### src/tcw_pkg.sv
// Shared constants, types and address helpers for the text console writer.
package tcw_pkg;

	// Screen geometry
	localparam int COLUMNS    = 80;
	localparam int ROWS       = 25;
	localparam int CELL_COUNT = ROWS * COLUMNS;

	localparam int ADDR_W = $clog2(CELL_COUNT);
	localparam int COL_W  = $clog2(COLUMNS + 1);
	localparam int ROW_W  = $clog2(ROWS);

	// Port field widths
	localparam int CMD_W     = 2;
	localparam int CHAR_W    = 8;
	localparam int IDX_W     = 11;
	localparam int OUT_COL_W = 7;
	localparam int OUT_ROW_W = 5;
	localparam int ATTR_W    = 8;
	localparam int COLOR_W   = 4;
	localparam int CELL_W    = CHAR_W + ATTR_W;

	// Configuration port
	localparam int PADDR_W = 3;
	localparam int PDATA_W = 32;

	localparam logic REG_FG = 1'b0;
	localparam logic REG_BG = 1'b1;

	localparam logic [COLOR_W-1:0] RESET_FG = 4'd15;
	localparam logic [COLOR_W-1:0] RESET_BG = 4'd0;

	localparam logic [CMD_W-1:0] CMD_PUT   = 2'd0;
	localparam logic [CMD_W-1:0] CMD_CLEAR = 2'd1;
	localparam logic [CMD_W-1:0] CMD_READ  = 2'd2;

	localparam logic [CHAR_W-1:0] BLANK_CHAR   = 8'd32;
	localparam logic [CHAR_W-1:0] NEWLINE_CHAR = 8'd10;
	localparam logic [ATTR_W-1:0] RESET_ATTR   = {RESET_BG, RESET_FG};

	localparam logic [COL_W-1:0]  COL_LIMIT  = COL_W'(COLUMNS);
	localparam logic [ROW_W-1:0]  ROW_LAST   = ROW_W'(ROWS - 1);
	localparam logic [ADDR_W-1:0] CELL_LAST  = ADDR_W'(CELL_COUNT - 1);
	localparam logic [ADDR_W-1:0] ROW_SPAN   = ADDR_W'(COLUMNS - 1);

	typedef enum logic [2:0] {
		OP_PUT,
		OP_NEWLINE,
		OP_CLEAR,
		OP_READ,
		OP_NOP
	} op_kind_t;

	typedef struct packed {
		op_kind_t            kind;
		logic [CHAR_W-1:0]   ch;
		logic [ADDR_W-1:0]   idx;
		logic [ATTR_W-1:0]   attr;
	} op_t;

	typedef struct packed {
		logic [OUT_COL_W-1:0] column;
		logic [OUT_ROW_W-1:0] line;
		logic [CHAR_W-1:0]    rchar;
		logic [ATTR_W-1:0]    rattr;
		logic                 scroll;
	} res_t;

	// Logical (row, col) to store address; rows rotate around top.
	function automatic logic [ADDR_W-1:0] cell_addr(logic [ROW_W-1:0] top,
			logic [ROW_W-1:0] row, logic [COL_W-1:0] col);
		logic [ROW_W:0] phys;
		phys = (ROW_W+1)'(top) + (ROW_W+1)'(row);
		if (phys >= (ROW_W+1)'(ROWS))
			phys = phys - (ROW_W+1)'(ROWS);
		return ADDR_W'(phys[ROW_W-1:0]) * ADDR_W'(COLUMNS) + ADDR_W'(col);
	endfunction

	// Logical flat index to store address.
	function automatic logic [ADDR_W-1:0] flat_addr(logic [ROW_W-1:0] top,
			logic [ADDR_W-1:0] idx);
		logic [ADDR_W:0] sum;
		sum = (ADDR_W+1)'(idx) + (ADDR_W+1)'(ADDR_W'(top) * ADDR_W'(COLUMNS));
		if (sum >= (ADDR_W+1)'(CELL_COUNT))
			sum = sum - (ADDR_W+1)'(CELL_COUNT);
		return sum[ADDR_W-1:0];
	endfunction

	function automatic logic [OUT_COL_W-1:0] out_col(logic [COL_W-1:0] col);
		logic [COL_W+OUT_COL_W-1:0] ext;
		ext = {OUT_COL_W'(0), col};
		return ext[OUT_COL_W-1:0];
	endfunction

	function automatic logic [OUT_ROW_W-1:0] out_row(logic [ROW_W-1:0] row);
		logic [ROW_W+OUT_ROW_W-1:0] ext;
		ext = {OUT_ROW_W'(0), row};
		return ext[OUT_ROW_W-1:0];
	endfunction

endpackage

### src/tcw_res_q.sv
// Two-entry result queue facing the pop side.
module tcw_res_q (
	input  logic          clk,
	input  logic          arst_n,
	input  logic          wr,
	input  tcw_pkg::res_t din,
	output logic          full,
	output logic          empty,
	input  logic          pop,
	output tcw_pkg::res_t dout
);

	tcw_pkg::res_t slot_q [2];
	logic          wr_ptr_q, rd_ptr_q;
	logic [1:0]    count_q;
	logic          do_wr, do_pop;

	assign full   = (count_q == 2'd2);
	assign empty  = (count_q == 2'd0);
	assign dout   = slot_q[rd_ptr_q];
	assign do_wr  = wr && !full;
	assign do_pop = pop && !empty;

	always_ff @(posedge clk) begin
		if (do_wr)
			slot_q[wr_ptr_q] <= din;
	end

	always_ff @(posedge clk or negedge arst_n) begin
		if (!arst_n) begin
			wr_ptr_q <= 1'b0;
			rd_ptr_q <= 1'b0;
			count_q  <= 2'd0;
		end else begin
			if (do_wr)
				wr_ptr_q <= !wr_ptr_q;
			if (do_pop)
				rd_ptr_q <= !rd_ptr_q;
			count_q <= count_q + {1'b0, do_wr} - {1'b0, do_pop};
		end
	end

endmodule

### config.mk
export PLATFORM = sky130hd
export DESIGN_NAME = tcw_res_q
export DESIGN_NICKNAME = d
export VERILOG_FILES = /design/src/tcw_pkg.sv /design/src/tcw_res_q.sv
export SDC_FILE = /design/constraint.sdc
export NUM_CORES = 1
export LEC_CHECK = 0
export BUFFER_PORTS_ARGS = -buffer_cell sky130_fd_sc_hd__buf_2
export CORE_MARGIN = 2
export CORE_UTILIZATION = 40
export CTS_CLUSTER_SIZE = 30
export DETAILED_ROUTE_END_ITERATION = 16
export PLACE_DENSITY = 0.66
export SLEW_MARGIN = 20
export SYNTH_ARGS = -nofsm -noshare
export SYNTH_HDL_FRONTEND = slang
export SYNTH_SLANG_ARGS = --single-unit
### constraint.sdc
create_clock -name clk -period 2.95 [get_ports clk]
set_input_delay 0.295 -clock clk [delete_from_list [all_inputs] [get_ports clk]]
set_output_delay 0.295 -clock clk [all_outputs]
set_load 0.03 [all_outputs]
==> impl_metrics.toml, run 1 <==
[clock_tree]
clk_latency_ns = 0.32
path_clk_slew_ns = 0.07
clockBufferDepth = 2
cts_root_buf = "clkbuf_8"
cts_tree = "yes"
cts_buffers = 9
cts_htree_levels = 3
cts_sinks = 62

[critical_path]
cpPeakStageDelay_ns = 0.99
slowest_stage = "dfrtp_2"
arrival_ns = 1.88
cp-end-kind = "primary output"
cp_cell_sequence = "mux2_4 -> buf_2"
crit_required_ns = 2.65
cp-start-kind = "flop"
worst-path-max-fanout = 30
worst-path-buf-inv = 1
crit_type = "reg -> out"
crit_family = "flip-flops"

[timing]
post-route-period-util_pct = 73.6
layout_min_cycle_time_ns = 2.17
drv_slew = 0
rsz0062_at_grt = "no"
clock-skew-final_ns = 0.00518
slew_headroom_pct = 36.9
setup-violations-final = 0
setup_tns_ns = 0
worstMarginPinSlew_ns = 0.947
fmax_mhz = 461
hold_viol_final = 0

[detailed_routing]
drtAntennaViolNets = 0
drc = 0
drt_iter0_drc = 58
first_pass_iters = 4
totalWireLength_mm = 4.00
num_vias = 1192
routed_via_density = 4.53
wire_per_inst_um = 15.2

[power_and_ir_drop]
switching_power_mw = 1.15
switching_share_pct = 36.2
internal_power_mw = 2.02
seqPwrFrac_pct = 43.6
p_comb_share_pct = 37.8
leakage_nw = 1.23
finalPower_mw = 3.17
power_frac_clock_pct = 18.6
power_per_cell_area_nw_per_um2 = 1060
ir_worst_vdd_mv = 0.460

[synthesis]
syn_area_per_cell_sq_um = 22.3
synth_cells = 108
yosysWarnings = 0
synth_area_sq_um = 2410
synth-seq-cells = 62
syn-num-nets = 143
ys_seq_area_share_pct = 76.4
synth_cell_types = 13

[placed_design]
dp.cells = 246
dpl.hpwl_mm = 2.73
gp_congestion = 0.660
portBuffers = 63

[floorplanning]
start_util_pct = 41.0
fp.dieW_um = 81.6
die-height_um = 81.6
core_area_sq_um = 5890
rows = 28
ios = 64
die_area_sq_um = 6660

[finish]
instances_no_fill = 263
drive_gt1_share_pct = 58.5
fill_cells = 496
nNetsFinal = 218
antenna_cells = 0
synthToLayoutAreaGrowth_pct = 23.6

[job]
cap_violations = 0

[grt]
grtUsageTotal_pct = 13.3
grt_pass1_vias = 1281
grt_first_pass_wirelength_mm = 6.09
grt_max_degree = 31
antenna_found_initial = 0
grt-ovfl-total = 0

[hold_path]
hold_class = "in -> reg"

[status]
outcome = "complete, no violations"
-- timing repair --
| action | 4_1_cts | 5_1_grt |
|---|---|---|
| hold buffers | 1 | 0 |
| setup endpoints to repair | 0 | 0 |
| setup buffers | 0 | 0 |
| hold endpoints to repair | 4 | 0 |
| gates resized for setup | 0 | 0 |
-- through the flow --
step / hold WS [ns] / cell area [sq um] / utilization, % / worst slack (ns)
after floorplan: -0.000591 / 2410 / - / 0.709
after detailed placement: 0.106 / 2810 / 47.8 / 1.11
after global routing: 0.132 / 2980 / 50.6 / 0.691
final: 0.151 / 2980 / 50.6 / 0.779
after CTS: 0.131 / 2980 / 50.6 / 0.739
after global placement: 0.107 / 2810 / 47.8 / 1.14
-- placed cells by master, fill, tap and decap left out --
master	n
xnor2_1	3
nor2_2	1
mux2_4	29
clkinv_2	2
inv_1	2
nand2_1	1
nand2b_1	1
dfrtp_2	1
ha_1	2
nor2b_2	1
buf_4	3
buf_2	63
nor2_1	1
clkinvlp_4	1
and3_1	1
clkbuf_8	9
dfrtp_1	3
clkbuf_1	1
xor2_1	1
edfxtp_1	58
clkinv_1	3
dlygate4sd3_1	1
-- synth_stat cells --
cell / n / share of area, %
and3_1: 1 / 0.26
inv_1: 2 / 0.31
nand2_1: 1 / 0.16
ha_1: 2 / 1.0
edfxtp_1: 58 / 72
mux2_4: 29 / 18
xnor2_1: 3 / 1.1
nor2b_2: 1 / 0.36
nor2_1: 2 / 0.31
nand2b_1: 1 / 0.26
xor2_1: 1 / 0.36
dfrtp_1: 4 / 4.2
buf_6: 3 / 1.4
-- power by group through the flow --
stage | Combinational [mW] | Sequential [mW] | Clock, mW
2_1_floorplan | 1.03 | 1.28 | 0
3_3_place_gp | 1.19 | 1.39 | 0
3_5_place_dp | 1.21 | 1.41 | 0
4_1_cts | 1.22 | 1.39 | 0.615
5_1_grt | 1.28 | 1.41 | 0.657
6_report | 1.20 | 1.38 | 0.591
-- layer usage --
metal / wire length (um) / vias up / part of all wire (%) / GRT usage [%]
li1: - / 565 / - / -
met1: 1600 / 578 / 40 / 15.2
met3: 252 / 9 / 6.3 / 3.96
met2: 2050 / 40 / 51 / 21.4
met5: 0 / - / 0 / 0
met4: 85 / 0 / 2.1 / 9.50
-- cell families after synthesis --
kind of cell / after synthesis / synth area share [%]
multiplexers: 29 / 18.1
buffers and inverters: 5 / 1.71
flip-flops: 62 / 76.4
XOR/XNOR: 4 / 1.45
adder cells (fa/ha/maj): 2 / 1.04
AND/OR/NAND/NOR: 6 / 1.35
-- worst paths after layout --
path | from | slack (ns) | cells after the start | to
setup / recovery | rd_ptr_q$_DFFE_PN0P_ | 0.78 | 2 | dout[6]
hold / removal | din[1] | 0.15 | 1 | slot_q[0][1]$_DFFE_PP_
setup reg to reg | count_q[0]$_DFF_PN0_ | 1.18 | 3 | slot_q[1][21]$_DFFE_PP_
hold reg to reg | count_q[1]$_DFF_PN0_ | 0.53 | 1 | count_q[1]$_DFF_PN0_
max in group asynchronous | arst_n | 2.52 | 2 | rd_ptr_q$_DFFE_PN0P_
min in group asynchronous | arst_n | 0.30 | 2 | wr_ptr_q$_DFFE_PN0P_
-- sequential cells by signal, indices dropped and copies added (netlist names) --
signal    count
rd_ptr_q      1
wr_ptr_q      1
count_q       2
slot_q       58
-- layout make-up --
cell class                 instances  area (sq um)  area share [%]
inverter                           2          7.51           0.252
clock inverter                     6          28.8           0.966
tap                               75          93.8            3.15
sequential                        62          1840            61.9
multi-input combinational         41           531            17.8
clock buffer                      10           128            4.28
timing repair buffer              67           348            11.7
Power figures use the tool's default switching activity.
==> run 2, diff against run 1 <==
- clock period: 2.95 -> 2 ns (I/O delays scaled with it)
==> run 2 against run 1 <==
  * Power rose by 56%
  * Combinational power up 61%
  * Global-route usage decreased by 0.91 points
  * Routed wire length decreased by 4.0%
  * Critical path depth rose by 1
  * Final cell count grew 0.76%
  * First-iteration DRC count rose by 38%
  * Register-to-register slack got worse by 0.81 ns
  * Largest cell class unchanged
  * Highest routed layer unchanged
==> impl_metrics.toml, run 2 (synthesis results as in run 1) <==
[critical_path]
crit_type = "reg -> out"
cp-end-kind = "primary output"
cp-start-kind = "flop"
arrival_ns = 1.58
worst-path-max-fanout = 24
crit_required_ns = 1.80

[placed_design]
dpl.hpwl_mm = 2.70
gp_congestion = 0.699
portBuffers = 63
place_ws_ns = 0.354

[grt]
antenna_found_initial = 0
grtUsageTotal_pct = 12.4
grt_pass1_vias = 1270
grt_first_pass_wirelength_mm = 5.88
grt-ovfl-total = 0
grt_max_degree = 25

[finish]
top_regs = "slot_q x58, count_q x2"
postLayoutCoreUtil_pct = 51.9
regMostFlops = "slot_q"
largest_reg_flops = 58
nNetsFinal = 220
final_common_cell = "buf_2"
fill_cells = 499
synthToLayoutAreaGrowth_pct = 26.7
antenna_cells = 0
mostFrequentLayoutCells = "buf_2 (63), edfxtp_1 (58), mux2_4 (29)"
drive_gt1_share_pct = 59.5

[power_and_ir_drop]
internal_power_mw = 3.27
power_frac_clock_pct = 22.5
switching_share_pct = 34.0
ir_worst_vdd_mv = 0.875
seqPwrFrac_pct = 38.6
leakage_nw = 1.27
power_per_cell_area_nw_per_um2 = 1620
p_comb_share_pct = 38.9
switching_power_mw = 1.68

[clock_tree]
cts_tree = "yes"
clockBufferDepth = 2
cts_htree_levels = 3
clk_latency_ns = 0.31
postCtsSetupBuffers = 0
cts_root_buf = "clkbuf_8"
cts-resized-gates = 0
cts_sinks = 62
path_clk_slew_ns = 0.07
cts_buffers = 9

[floorplanning]
rows = 28
fp.dieW_um = 81.6
start_util_pct = 41.0
core_area_sq_um = 5890
ios = 64
die_area_sq_um = 6660
die-height_um = 81.6

[detailed_routing]
drc = 0
routed_via_density = 4.48
first_pass_iters = 4
met3WireLength_um = 250
wl_met1_mm = 1.58
drtAntennaViolNets = 0
drt_iter0_drc = 80
dr_wl_met2_mm = 2.00
highest_layer = "met4"
wire_per_inst_um = 14.5
num_vias = 1187
totalWireLength_mm = 3.84

[timing]
rsz0062_at_grt = "no"
setup_tns_ns = 0
hold_viol_final = 0
slew_headroom_pct = 83.1
fmax_mhz = 560
layout_min_cycle_time_ns = 1.78
setup-violations-final = 0
post-route-period-util_pct = 89.2
drv_slew = 0
setup_ws_ns = 0.215
worstMarginPinSlew_ns = 0.253
clock-skew-final_ns = 0.00845

[status]
outcome = "complete, no violations"

[hold_path]
hold_class = "in -> reg"

[job]
cap_violations = 0
-- run 2: cell count changes in the layout (fill, tap and decap cells not counted), sizes merged --
| cell | before | now |
|---|---|---|
| clkinvlp | 1 | 0 |
| clkbuf | 10 | 11 |
| bufinv | 0 | 2 |
| clkinv | 5 | 3 |
| buf | 66 | 68 |
-- run 2: final cells by class --
| class | count | area [sq um] | area share, % |
|---|---|---|---|
| inverter | 2 | 7.51 | 0.246 |
| clock buffer | 11 | 131 | 4.30 |
| sequential | 62 | 1840 | 60.3 |
| multi-input combinational | 41 | 531 | 17.4 |
| tap | 75 | 93.8 | 3.07 |
| timing repair buffer | 69 | 375 | 12.3 |
| clock inverter | 5 | 73.8 | 2.42 |
-- run 2: critical path: stages (launching register included) --
cell and delay (ns):
dfrtp_2 0.51, buf_12 0.26, mux2_4 0.33, buf_2 0.18
-- run 2: path summary, 6_finish.rpt --
| kind | start | to | slack, ns | cells after the start |
|---|---|---|---|---|
| setup / recovery | rd_ptr_q$_DFFE_PN0P_ | dout[22] | 0.22 | 3 |
| hold / removal | din[7] | slot_q[1][7]$_DFFE_PP_ | 0.07 | 1 |
| setup reg to reg | count_q[1]$_DFF_PN0_ | count_q[1]$_DFF_PN0_ | 0.37 | 7 |
| hold reg to reg | wr_ptr_q$_DFFE_PN0P_ | wr_ptr_q$_DFFE_PN0P_ | 0.51 | 1 |
| max in group asynchronous | arst_n | rd_ptr_q$_DFFE_PN0P_ | 1.65 | 2 |
| min in group asynchronous | arst_n | wr_ptr_q$_DFFE_PN0P_ | 0.21 | 2 |
-- run 2: through the flow --
step	area (sq um)	power, mW	hold WS [ns]	std cells
after floorplan	2410	3.42	-0.0956	108
after global placement	2840	3.84	0.00429	248
after detailed placement	2840	3.90	0.00967	248
after CTS	3060	5.02	0.0510	265
after global routing	3060	5.21	0.0505	265
final	3060	4.96	0.0693	265
-- run 2: power groups by stage --
stage,registers (mW),clock network (mW),logic (mW)
after global placement,1.92,0,1.92
final,1.91,1.12,1.93
after detailed placement,1.94,0,1.95
after floorplan,1.89,0,1.53
after CTS,1.92,1.15,1.96
after global routing,1.95,1.21,2.05
-- run 2: metal layers --
metal / vias up / track usage [%]
met4: 0 / 5.50
met1: 573 / 14.8
met3: 2 / 4.07
met5: - / 0
li1: 568 / -
met2: 44 / 20.7
-- run 2: timing repair --
item / CTS / global route
hold endpoints to repair: 4 / 0
hold buffers: 1 / 0
setup endpoints to repair: 0 / 0
