$ cat src/tcw_pkg.sv
// Shared constants, types and address helpers for the text console writer.
package tcw_pkg;

	// Screen geometry
	localparam int COLUMNS    = 80;
	localparam int ROWS       = 25;
	localparam int CELL_COUNT = ROWS * COLUMNS;

	localparam int ADDR_W = $clog2(CELL_COUNT);
	localparam int COL_W  = $clog2(COLUMNS + 1);
	localparam int ROW_W  = $clog2(ROWS);

	// Port field widths
	localparam int CMD_W     = 2;
	localparam int CHAR_W    = 8;
	localparam int IDX_W     = 11;
	localparam int OUT_COL_W = 7;
	localparam int OUT_ROW_W = 5;
	localparam int ATTR_W    = 8;
	localparam int COLOR_W   = 4;
	localparam int CELL_W    = CHAR_W + ATTR_W;

	// Configuration port
	localparam int PADDR_W = 3;
	localparam int PDATA_W = 32;

	localparam logic REG_FG = 1'b0;
	localparam logic REG_BG = 1'b1;

	localparam logic [COLOR_W-1:0] RESET_FG = 4'd15;
	localparam logic [COLOR_W-1:0] RESET_BG = 4'd0;

	localparam logic [CMD_W-1:0] CMD_PUT   = 2'd0;
	localparam logic [CMD_W-1:0] CMD_CLEAR = 2'd1;
	localparam logic [CMD_W-1:0] CMD_READ  = 2'd2;

	localparam logic [CHAR_W-1:0] BLANK_CHAR   = 8'd32;
	localparam logic [CHAR_W-1:0] NEWLINE_CHAR = 8'd10;
	localparam logic [ATTR_W-1:0] RESET_ATTR   = {RESET_BG, RESET_FG};

	localparam logic [COL_W-1:0]  COL_LIMIT  = COL_W'(COLUMNS);
	localparam logic [ROW_W-1:0]  ROW_LAST   = ROW_W'(ROWS - 1);
	localparam logic [ADDR_W-1:0] CELL_LAST  = ADDR_W'(CELL_COUNT - 1);
	localparam logic [ADDR_W-1:0] ROW_SPAN   = ADDR_W'(COLUMNS - 1);

	typedef enum logic [2:0] {
		OP_PUT,
		OP_NEWLINE,
		OP_CLEAR,
		OP_READ,
		OP_NOP
	} op_kind_t;

	typedef struct packed {
		op_kind_t            kind;
		logic [CHAR_W-1:0]   ch;
		logic [ADDR_W-1:0]   idx;
		logic [ATTR_W-1:0]   attr;
	} op_t;

	typedef struct packed {
		logic [OUT_COL_W-1:0] column;
		logic [OUT_ROW_W-1:0] line;
		logic [CHAR_W-1:0]    rchar;
		logic [ATTR_W-1:0]    rattr;
		logic                 scroll;
	} res_t;

	// Logical (row, col) to store address; rows rotate around top.
	function automatic logic [ADDR_W-1:0] cell_addr(logic [ROW_W-1:0] top,
			logic [ROW_W-1:0] row, logic [COL_W-1:0] col);
		logic [ROW_W:0] phys;
		phys = (ROW_W+1)'(top) + (ROW_W+1)'(row);
		if (phys >= (ROW_W+1)'(ROWS))
			phys = phys - (ROW_W+1)'(ROWS);
		return ADDR_W'(phys[ROW_W-1:0]) * ADDR_W'(COLUMNS) + ADDR_W'(col);
	endfunction

	// Logical flat index to store address.
	function automatic logic [ADDR_W-1:0] flat_addr(logic [ROW_W-1:0] top,
			logic [ADDR_W-1:0] idx);
		logic [ADDR_W:0] sum;
		sum = (ADDR_W+1)'(idx) + (ADDR_W+1)'(ADDR_W'(top) * ADDR_W'(COLUMNS));
		if (sum >= (ADDR_W+1)'(CELL_COUNT))
			sum = sum - (ADDR_W+1)'(CELL_COUNT);
		return sum[ADDR_W-1:0];
	endfunction

	function automatic logic [OUT_COL_W-1:0] out_col(logic [COL_W-1:0] col);
		logic [COL_W+OUT_COL_W-1:0] ext;
		ext = {OUT_COL_W'(0), col};
		return ext[OUT_COL_W-1:0];
	endfunction

	function automatic logic [OUT_ROW_W-1:0] out_row(logic [ROW_W-1:0] row);
		logic [ROW_W+OUT_ROW_W-1:0] ext;
		ext = {OUT_ROW_W'(0), row};
		return ext[OUT_ROW_W-1:0];
	endfunction

endpackage

$ cat src/tcw_front.sv
// Command intake: classifies each beat and holds it in a two-entry op queue.
module tcw_front (
	input  logic                          clk,
	input  logic                          arst_n,
	input  logic                          push,
	output logic                          full,
	input  logic [tcw_pkg::CMD_W-1:0]     command,
	input  logic [tcw_pkg::CHAR_W-1:0]    char_code,
	input  logic [tcw_pkg::IDX_W-1:0]     cell_index,
	input  logic [tcw_pkg::COLOR_W-1:0]   fg,
	input  logic [tcw_pkg::COLOR_W-1:0]   bg,
	output logic                          op_valid,
	output tcw_pkg::op_t                  op,
	input  logic                          op_pop
);

	tcw_pkg::op_t     slot_q [2];
	logic             wr_ptr_q, rd_ptr_q;
	logic [1:0]       count_q;
	tcw_pkg::op_t     new_op;
	logic             in_range;
	logic             do_push, do_pop;

	assign in_range = (tcw_pkg::IDX_W + tcw_pkg::ADDR_W)'(cell_index)
		< (tcw_pkg::IDX_W + tcw_pkg::ADDR_W)'(tcw_pkg::CELL_COUNT);

	always_comb begin
		new_op.ch   = char_code;
		new_op.idx  = tcw_pkg::ADDR_W'(cell_index);
		new_op.attr = {bg, fg};
		case (command)
			tcw_pkg::CMD_PUT: begin
				new_op.kind = (char_code == tcw_pkg::NEWLINE_CHAR) ?
					tcw_pkg::OP_NEWLINE : tcw_pkg::OP_PUT;
			end
			tcw_pkg::CMD_CLEAR: new_op.kind = tcw_pkg::OP_CLEAR;
			tcw_pkg::CMD_READ: begin
				new_op.kind = in_range ? tcw_pkg::OP_READ : tcw_pkg::OP_NOP;
			end
			default: new_op.kind = tcw_pkg::OP_NOP;
		endcase
	end

	assign full     = (count_q == 2'd2);
	assign op_valid = (count_q != 2'd0);
	assign op       = slot_q[rd_ptr_q];
	assign do_push  = push && !full;
	assign do_pop   = op_pop && op_valid;

	always_ff @(posedge clk) begin
		if (do_push)
			slot_q[wr_ptr_q] <= new_op;
	end

	always_ff @(posedge clk or negedge arst_n) begin
		if (!arst_n) begin
			wr_ptr_q <= 1'b0;
			rd_ptr_q <= 1'b0;
			count_q  <= 2'd0;
		end else begin
			if (do_push)
				wr_ptr_q <= !wr_ptr_q;
			if (do_pop)
				rd_ptr_q <= !rd_ptr_q;
			count_q <= count_q + {1'b0, do_push} - {1'b0, do_pop};
		end
	end

endmodule

$ cat config.mk
export PLATFORM = sky130hd
export DESIGN_NAME = tcw_front
export DESIGN_NICKNAME = d
export VERILOG_FILES = /design/src/tcw_pkg.sv /design/src/tcw_front.sv
export SDC_FILE = /design/constraint.sdc
export NUM_CORES = 1
export LEC_CHECK = 0
export BUFFER_PORTS_ARGS = -buffer_cell sky130_fd_sc_hd__buf_2
export CAP_MARGIN = 20
export CORE_MARGIN = 3
export CORE_UTILIZATION = 50
export DETAILED_ROUTE_END_ITERATION = 8
export GPL_ROUTABILITY_DRIVEN = 0
export GPL_TIMING_DRIVEN = 0
export PLACE_DENSITY = 0.86
export RECOVER_POWER = 100
export SLEW_MARGIN = 20
export SYNTH_ARGS = -nofsm -noshare
export SYNTH_HDL_FRONTEND = slang
export SYNTH_SLANG_ARGS = --single-unit
$ cat constraint.sdc
create_clock -name clk -period 3 [get_ports clk]
set_input_delay 0.15 -clock clk [delete_from_list [all_inputs] [get_ports clk]]
set_output_delay 0.15 -clock clk [all_outputs]
set_load 0.01 [all_outputs]
==> summary.txt, run 1 <==
Layout cells sized above 1: 0.2609
H-tree levels: 3
Clock Latency Late Sink: 0.32 ns
Most common cell after layout, fill and taps aside: edfxtp_1
Vias per cell: 4.919
Die Area: 5765 um2
Number of global-route vias before repair: 1436
Seq. cell area: 1902 um2
Final net count: 237
Synthesized Nets: 157
Synth Register Bits: 64
Via count: 1338
Cell taking the most area after synthesis: edfxtp_1
Area delta synth->final: 20.93%
Final setup violating endpoints: 0
CP required: 2.95 ns
Setup CP Type: reg2reg
Max Root-Sink Buffers: 2
Drt pass-1 iters: 4
Tot Pwr: 0.002711 W
Fin crit share: 0.7451
Area taken by multi-input logic gates: 500.5 um2
Placed insts: 252
Iteration-0 DRC Markers: 54
Clk sinks: 64
Synthesized instance count: 122
Fillcell total: 334
Post-Route WL: 4330 um
Fin area: 2957 um2
Final hold slack: 0.01772 ns
Maximum capacitance violations: 0
Slew @ Worst Pin: 1.376 ns
CTS resizes: 0
Final min period: 2.235 ns
RSZ-0062 raised after global routing: false
Synth top area cells: edfxtp_1, mux2_2, dfrtp_1, buf_6, xnor2_1
Status: completed
DP HPWL: 2954 um
Max frequency: 447.4 MHz
Rows: 24
CTS tree: done
Most frequent cells in the layout: edfxtp_1, clkbuf_1, mux2_2
Syn. warnings: 0
Fin util: 0.6520
I/O pin total: 65
PwrDens: 916.8 nW/um2
CP Max Fanout: 16
Clock skew: 0.003701 ns
Relative slew slack: 0.08265
Gr usage total: 0.1621
Clock Root Buffer: clkbuf_8
Worst hold path type: in2reg
Initial Util: 0.5392
Total grt overflow: 0
Port-buffer cells: 64
DRC Markers: 0
Clock transition at path regs: 0.06 ns
Syn Std Cell Area: 2445 um2
Placement Cell Area: 2883 um2
Drt wl/cell: 15.92 um
Cts bufs inserted: 9
CP Capture Type: register
Final hold vios: 0
Largest net degree at the start of global routing: 31
Antenna Violating Nets Remaining: 0
Max Slew Vio Count: 0
Mean post-synth cell area: 20.04 um2
ANT cells: 0
Initial antenna violation count: 0
Post-synthesis sequential area ratio: 0.7779
Core area: 4534 um2
Yosys cell types: 21
Die span in x: 75.93 um
Die Y: 75.93 um
Critical path arrival: 2.18 ns
First-pass GRT wire length: 7086 um
Post-Layout Cell Count: 272
Synth top area share: 0.7369
Peak VDD IR: 0.5091 mV
Leakage: 1.004 nW
Crit path launch type: register
## power by group
part           internal (W)  switching, W  leakage (nW)
sequential          0.00123     0.0000646         0.605
combinational      0.000350      0.000478         0.317
clock              0.000287      0.000298        0.0823
total               0.00187      0.000841          1.00
## worst max-delay path: stages, from the launching register on
cell,delay (ns)
dfrtp_1,0.41
nand2b_1,0.14
nand2_1,0.15
nor2_4,0.38
clkbuf_1,0.78
## per-layer routing
metal	GRT usage	wire [um]	vias to the layer above
li1	-	-	633
met1	0.1987	1792	652
met2	0.2615	2221	49
met3	0.04976	297	4
met4	0.08152	19	0
met5	0	0	-
## logic make-up after synthesis
kind of cell	share of synthesized area
AO/OA/AOI/OAI	0.01228
XOR/XNOR	0.01433
flip-flops	0.7779
AND/OR/NAND/NOR	0.02867
multiplexers	0.1382
adder cells (fa/ha/maj)	0.01023
buffers and inverters	0.01842
## sequential cells by signal, indices dropped and copies added, names as in the netlist
register  flops
wr_ptr_q      1
slot_q       60
rd_ptr_q      1
count_q       2
## synthesized netlist by cell type, drive strengths merged
cell    count
o211ai      1
or2         1
nand2b      1
nand4       1
xor2        1
ha          2
nor2        1
nor4        1
and3        1
mux2       30
o31ai       1
nand2       2
dfrtp       4
inv         3
nor4bb      1
buf         3
and2        2
o21ai       3
xnor2       3
edfxtp     60
## through the flow
step / setup slack, ns / setup TNS [ns]
2_1_floorplan: 0.7153 / 0
3_3_place_gp: -0.01608 / -0.4431
3_5_place_dp: 1.314 / 0
4_1_cts: 1.299 / 0
5_1_grt: 0.6054 / 0
6_report: 0.7647 / 0
## path summary, 6_finish.rpt
| check | start | endpoint | slack, ns | cells past startpoint |
|---|---|---|---|---|
| min reg2reg | count_q[1]$_DFF_PN0_ | count_q[1]$_DFF_PN0_ | 0.51 | 1 |
| max reg2reg | count_q[1]$_DFF_PN0_ | slot_q[0][1]$_DFFE_PP_ | 0.76 | 4 |
| max in group asynchronous | arst_n | count_q[1]$_DFF_PN0_ | 2.61 | 2 |
| max | count_q[1]$_DFF_PN0_ | slot_q[0][1]$_DFFE_PP_ | 0.76 | 4 |
| min | cell_index[3] | slot_q[0][11]$_DFFE_PP_ | 0.02 | 1 |
| min in group asynchronous | arst_n | rd_ptr_q$_DFFE_PN0P_ | 0.19 | 2 |
## area by class of cell
type | instances | area share
inverters | 3 | 0.003809
clock buffers | 10 | 0.04317
clock inverters | 6 | 0.008887
multi-input cells | 52 | 0.1693
flip-flops and latches | 64 | 0.6432
well taps | 65 | 0.02751
repair buffers | 69 | 0.1003
plain buffers | 3 | 0.003809
## timing repair
item                                    4_1_cts  5_1_grt
setup buffers                                 0        0
hold endpoints to repair                      8        2
hold buffers                                  3        1
endpoints found under the setup margin        0        0
Power figures use the tool's default switching activity.
==> inputs of run 2 (changes only) <==
--- a/config.mk
+++ b/config.mk
@@ -5,6 +5,7 @@
 export SDC_FILE = /design/constraint.sdc
 export NUM_CORES = 1
 export LEC_CHECK = 0
+export ABC_AREA = 1
 export BUFFER_PORTS_ARGS = -buffer_cell sky130_fd_sc_hd__buf_2
 export CAP_MARGIN = 20
 export CORE_MARGIN = 3
==> constraint.sdc (replaced) <==
create_clock -name clk -period 2.15 [get_ports clk]
set_input_delay 0.1075 -clock clk [delete_from_list [all_inputs] [get_ports clk]]
set_output_delay 0.1075 -clock clk [all_outputs]
set_load 0.01 [all_outputs]
==> summary.txt, run 2 <==
Status: completed (unchanged)
Max frequency: 596.8 MHz
Final setup violating endpoints: 0 (unchanged)
Fillcell total: 370 (was 334)
R2R cell count: 10 (was 4)
Yosys cell types: 14 (was 21)
P_sw: 0.001425 W (was 0.0008408 W)
Total grt overflow: 0 (unchanged)
Worst path bufs/invs: 3 (was 1)
Endpoint, Worst Hold: rd_ptr_q$_DFFE_PN0P_ (was slot_q[0][11]$_DFFE_PP_)
Number of global-route vias before repair: 1880 (was 1436)
R2R setup slack: 0.60 ns (was 0.76 ns)
Setup Buffers After CTS: 0 (unchanged)
ANT cells: 0 (unchanged)
Final net count: 353 (was 237)
Syn Std Cell Area: 2519 um2 (was 2445 um2)
P_int: 0.002725 W (was 0.001870 W)
Switch share: 0.3433 (was 0.3102)
Slowest CP cell: dfrtp_1 (was clkbuf_1)
Die Area: 5925 um2 (was 5765 um2)
Vias per cell: 4.513 (was 4.919)
Synth cell count leaders: nand2_1, edfxtp_1, inv_1 (was edfxtp_1, mux2_2, dfrtp_1)
DP HPWL: 3161 um (was 2954 um)
CTS tree: done (unchanged)
PwrDens: 1227 nW/um2 (was 916.8 nW/um2)
Area fraction in compound gates after synthesis: 0.006458 (was 0.01228)
Synth Register Bits: 64 (unchanged)
First-pass GRT wire length: 8231 um (was 7086 um)
Antenna Violating Nets Remaining: 0 (unchanged)
Final hold vios: 0 (unchanged)
Main combinational cell family by area after synthesis: simple AND/OR/NAND/NOR gates (was multiplexers)
Top reg by flops: slot_q (unchanged)
Rows: 25 (was 24)
Dominant cell by count in the synthesized netlist: nand2_1 (was edfxtp_1)
CP Capture Type: primary output (was register)
Die span in x: 76.98 um (was 75.93 um)
Multiplexer area fraction after synthesis: 0 (was 0.1382)
Fin util: 0.7069 (was 0.6520)
Fin area: 3383 um2 (was 2957 um2)
Leakage: 1.414 nW (was 1.004 nW)
Syn. warnings: 0 (unchanged)
Setup_tns: 0 ns (unchanged)
Fin crit share: 0.7794
Post-synthesis sequential area ratio: 0.7551 (was 0.7779)
Post-Route WL: 4840 um (was 4330 um)
CP Max Fanout: 10 (was 16)
Synthesized Nets: 248 (was 157)
Drt pass-1 iters: 4 (unchanged)
Most common cell after layout, fill and taps aside: nand2_1 (was edfxtp_1)
Worst r2r src: count_q[1]$_DFF_PN0_ (unchanged)
Clock skew: 0.007088 ns (was 0.003701 ns)
Min-delay src: op_pop (was cell_index[3])
Relative slew slack: 0.7011 (was 0.08265)
XOR/XNOR Fraction of Synth Area: 0.01043 (was 0.01433)
Max Slew Vio Count: 0 (unchanged)
Layout cells sized above 1: 0.1053 (was 0.2609)
Critical path arrival: 1.57 ns (was 2.18 ns)
Ys async rst share: 0.06250 (unchanged)
Iteration-0 DRC Markers: 65 (was 54)
CP cell instances: inv_1 > clkbuf_1 > nand2_1 > nand2_1 > clkbuf_1 (was nand2b_1 > nand2_1 > nor2_4 > clkbuf_1)
Placement Cell Area: 2990 um2 (was 2883 um2)
Mean post-synth cell area: 11.82 um2 (was 20.04 um2)
Crit-path leading delay family: buffers and inverters (unchanged)
Largest register FFs: 60 (unchanged)
Peak VDD IR: 0.6094 mV (was 0.5091 mV)
Final min period: 1.676 ns
Crit path launch type: register (unchanged)
Drt wl/cell: 12.41 um (was 15.92 um)
Clock network power share: 0.223 (was 0.216)
Ys flop type: edfxtp_1 (unchanged)
Initial antenna violation count: 0 (unchanged)
EDFF count, synth: 60 (unchanged)
Core area: 4786 um2 (was 4534 um2)
Maximum capacitance violations: 0 (unchanged)
Post-Synth Simple-Gate Area: 0.1838 (was 0.02866)
Clock Latency Late Sink: 0.32 ns (about the same)
Port-buffer cells: 64 (unchanged)
Die Y: 76.98 um (was 75.93 um)
Gr usage total: 0.1813 (was 0.1621)
Sequential Power Share: 0.436 (was 0.479)
Initial Util: 0.5263 (was 0.5392)
CP required: 2.04 ns (was 2.95 ns)
Setup CP Type: reg2out (was reg2reg)
Comb power frac: 0.340 (was 0.305)
R2r endpoint: count_q[1]$_DFF_PN0_ (was slot_q[0][1]$_DFFE_PP_)
Area delta synth->final: 34.33% (was 20.93%)
Max Root-Sink Buffers: 2 (unchanged)
Cts bufs inserted: 9 (unchanged)
Largest net degree at the start of global routing: 25 (was 31)
Clock Root Buffer: clkbuf_8 (unchanged)
Synthesized instance count: 213 (was 122)
Synth top area share: 0.7154 (was 0.7369)
DRC Markers: 0 (unchanged)
Hold Crit Depth: 3 (was 1)
Worst hold path type: in2reg (unchanged)
RSZ-0062 raised after global routing: false (unchanged)
Leading registers by flop count: slot_q (60), count_q (2) (unchanged)
Critical Path Start: rd_ptr_q$_DFFE_PN0P_ (was count_q[1]$_DFF_PN0_)
Clock transition at path regs: 0.06 ns (about the same)
Synth top area cells: edfxtp_1, nand2_1, dfrtp_1, inv_1, nor2_1 (was edfxtp_1, mux2_2, dfrtp_1, buf_6, xnor2_1)
Most frequent cells in the layout: nand2_1, edfxtp_1, clkbuf_1 (was edfxtp_1, clkbuf_1, mux2_2)
CP peak stage delay: 0.40 ns (was 0.78 ns)
Slew @ Worst Pin: 0.4483 ns (was 1.376 ns)
I/O pin total: 65 (unchanged)
Tot Pwr: 0.004150 W (was 0.002711 W)
Cell taking the most area after synthesis: edfxtp_1 (unchanged)
Synth Area in Adders: 0.009935 (was 0.01024)
H-tree levels: 3 (unchanged)
Via count: 1760 (was 1338)
Clk sinks: 64 (unchanged)
[run 2: changes by cell type after synthesis, sizes merged, moves of 3 or more]
cell | before | now
mux2 | 30 | 0
nor2 | 1 | 10
inv | 3 | 14
nand2 | 2 | 110
buf | 3 | 6
[run 2: how the worst max path moves through the flow]
stage / endpoint / slack [ns] / depth (start not counted)
floorplan: slot_q[0][0]$_DFFE_PP_ / 0.37 / 3
global placement: slot_q[0][3]$_DFFE_PP_ / -0.04 / 3
detailed placement: count_q[1]$_DFF_PN0_ / 0.67 / 10
CTS: count_q[1]$_DFF_PN0_ / 0.66 / 10
global route: op[12] / 0.28 / 5
finish: op[29] / 0.47 / 5
[run 2: cell type report]
| class | count | area [um2] | area share |
|---|---|---|---|
| sequential | 64 | 1902 | 0.5621 |
| timing repair buffer | 94 | 593.1 | 0.1753 |
| clock buffer | 11 | 131.4 | 0.03883 |
| inverter | 15 | 56.30 | 0.01664 |
| clock inverter | 5 | 47.55 | 0.01405 |
| buffer | 6 | 26.28 | 0.007766 |
| multi-input combinational | 128 | 543.0 | 0.1605 |
| tap | 67 | 83.83 | 0.02478 |
[run 2: per-stage QoR]
stage | hold slack, ns | worst slack, ns | cells
2_1_floorplan | -0.1881 | 0.3719 | 213
3_3_place_gp | -0.08108 | -0.03629 | 344
3_5_place_dp | -0.07654 | 0.6701 | 346
4_1_cts | 0.07599 | 0.6590 | 390
5_1_grt | 0.09723 | 0.2817 | 390
6_report | 0.09707 | 0.4743 | 390
[run 2: cell families (layout without fill, tap and decap cells)]
kind of cell | Yosys count | count (layout)
and+or+nand+nor | 122 | 122
AOI/OAI and AO/OA | 1 | 1
xor gates and xnor gates | 3 | 3
buffers and inverters | 21 | 131
DFF | 64 | 64
adders and majority gates | 2 | 2
[run 2: worst register-to-register path, delay by kind of cell (launching register included)]
family,cells,cell delay [ns]
adder cells (fa/ha/maj),2,0.41
flip-flops,1,0.42
buffers and inverters,4,0.30
AND/OR/NAND/NOR,4,0.30
[run 2: power by group through the flow]
| stage | logic (W) | registers, W | clock network, W |
|---|---|---|---|
| 3_5_place_dp | 0.00147 | 0.00184 | 0 |
| 6_report | 0.00141 | 0.00181 | 0.000926 |
| 5_1_grt | 0.00162 | 0.00184 | 0.000996 |
| 3_3_place_gp | 0.00135 | 0.00183 | 0 |
| 4_1_cts | 0.00151 | 0.00181 | 0.000951 |
| 2_1_floorplan | 0.000850 | 0.00182 | 0 |
[run 2: repair_timing]
| action | CTS | global route |
|---|---|---|
| hold endpoints to repair | 58 | 0 |
| hold buffers | 28 | 0 |
| gates resized for setup | 0 | 0 |
[run 2: layer usage]
metal / track usage / part of all wire / vias to the layer above
met3: 0.03756 / 0.045 / 6
li1: - / - / 898
met2: 0.3371 / 0.55 / 50
met4: 0.08541 / 0.0087 / 0
met1: 0.1952 / 0.40 / 806
met5: 0 / 0 / -
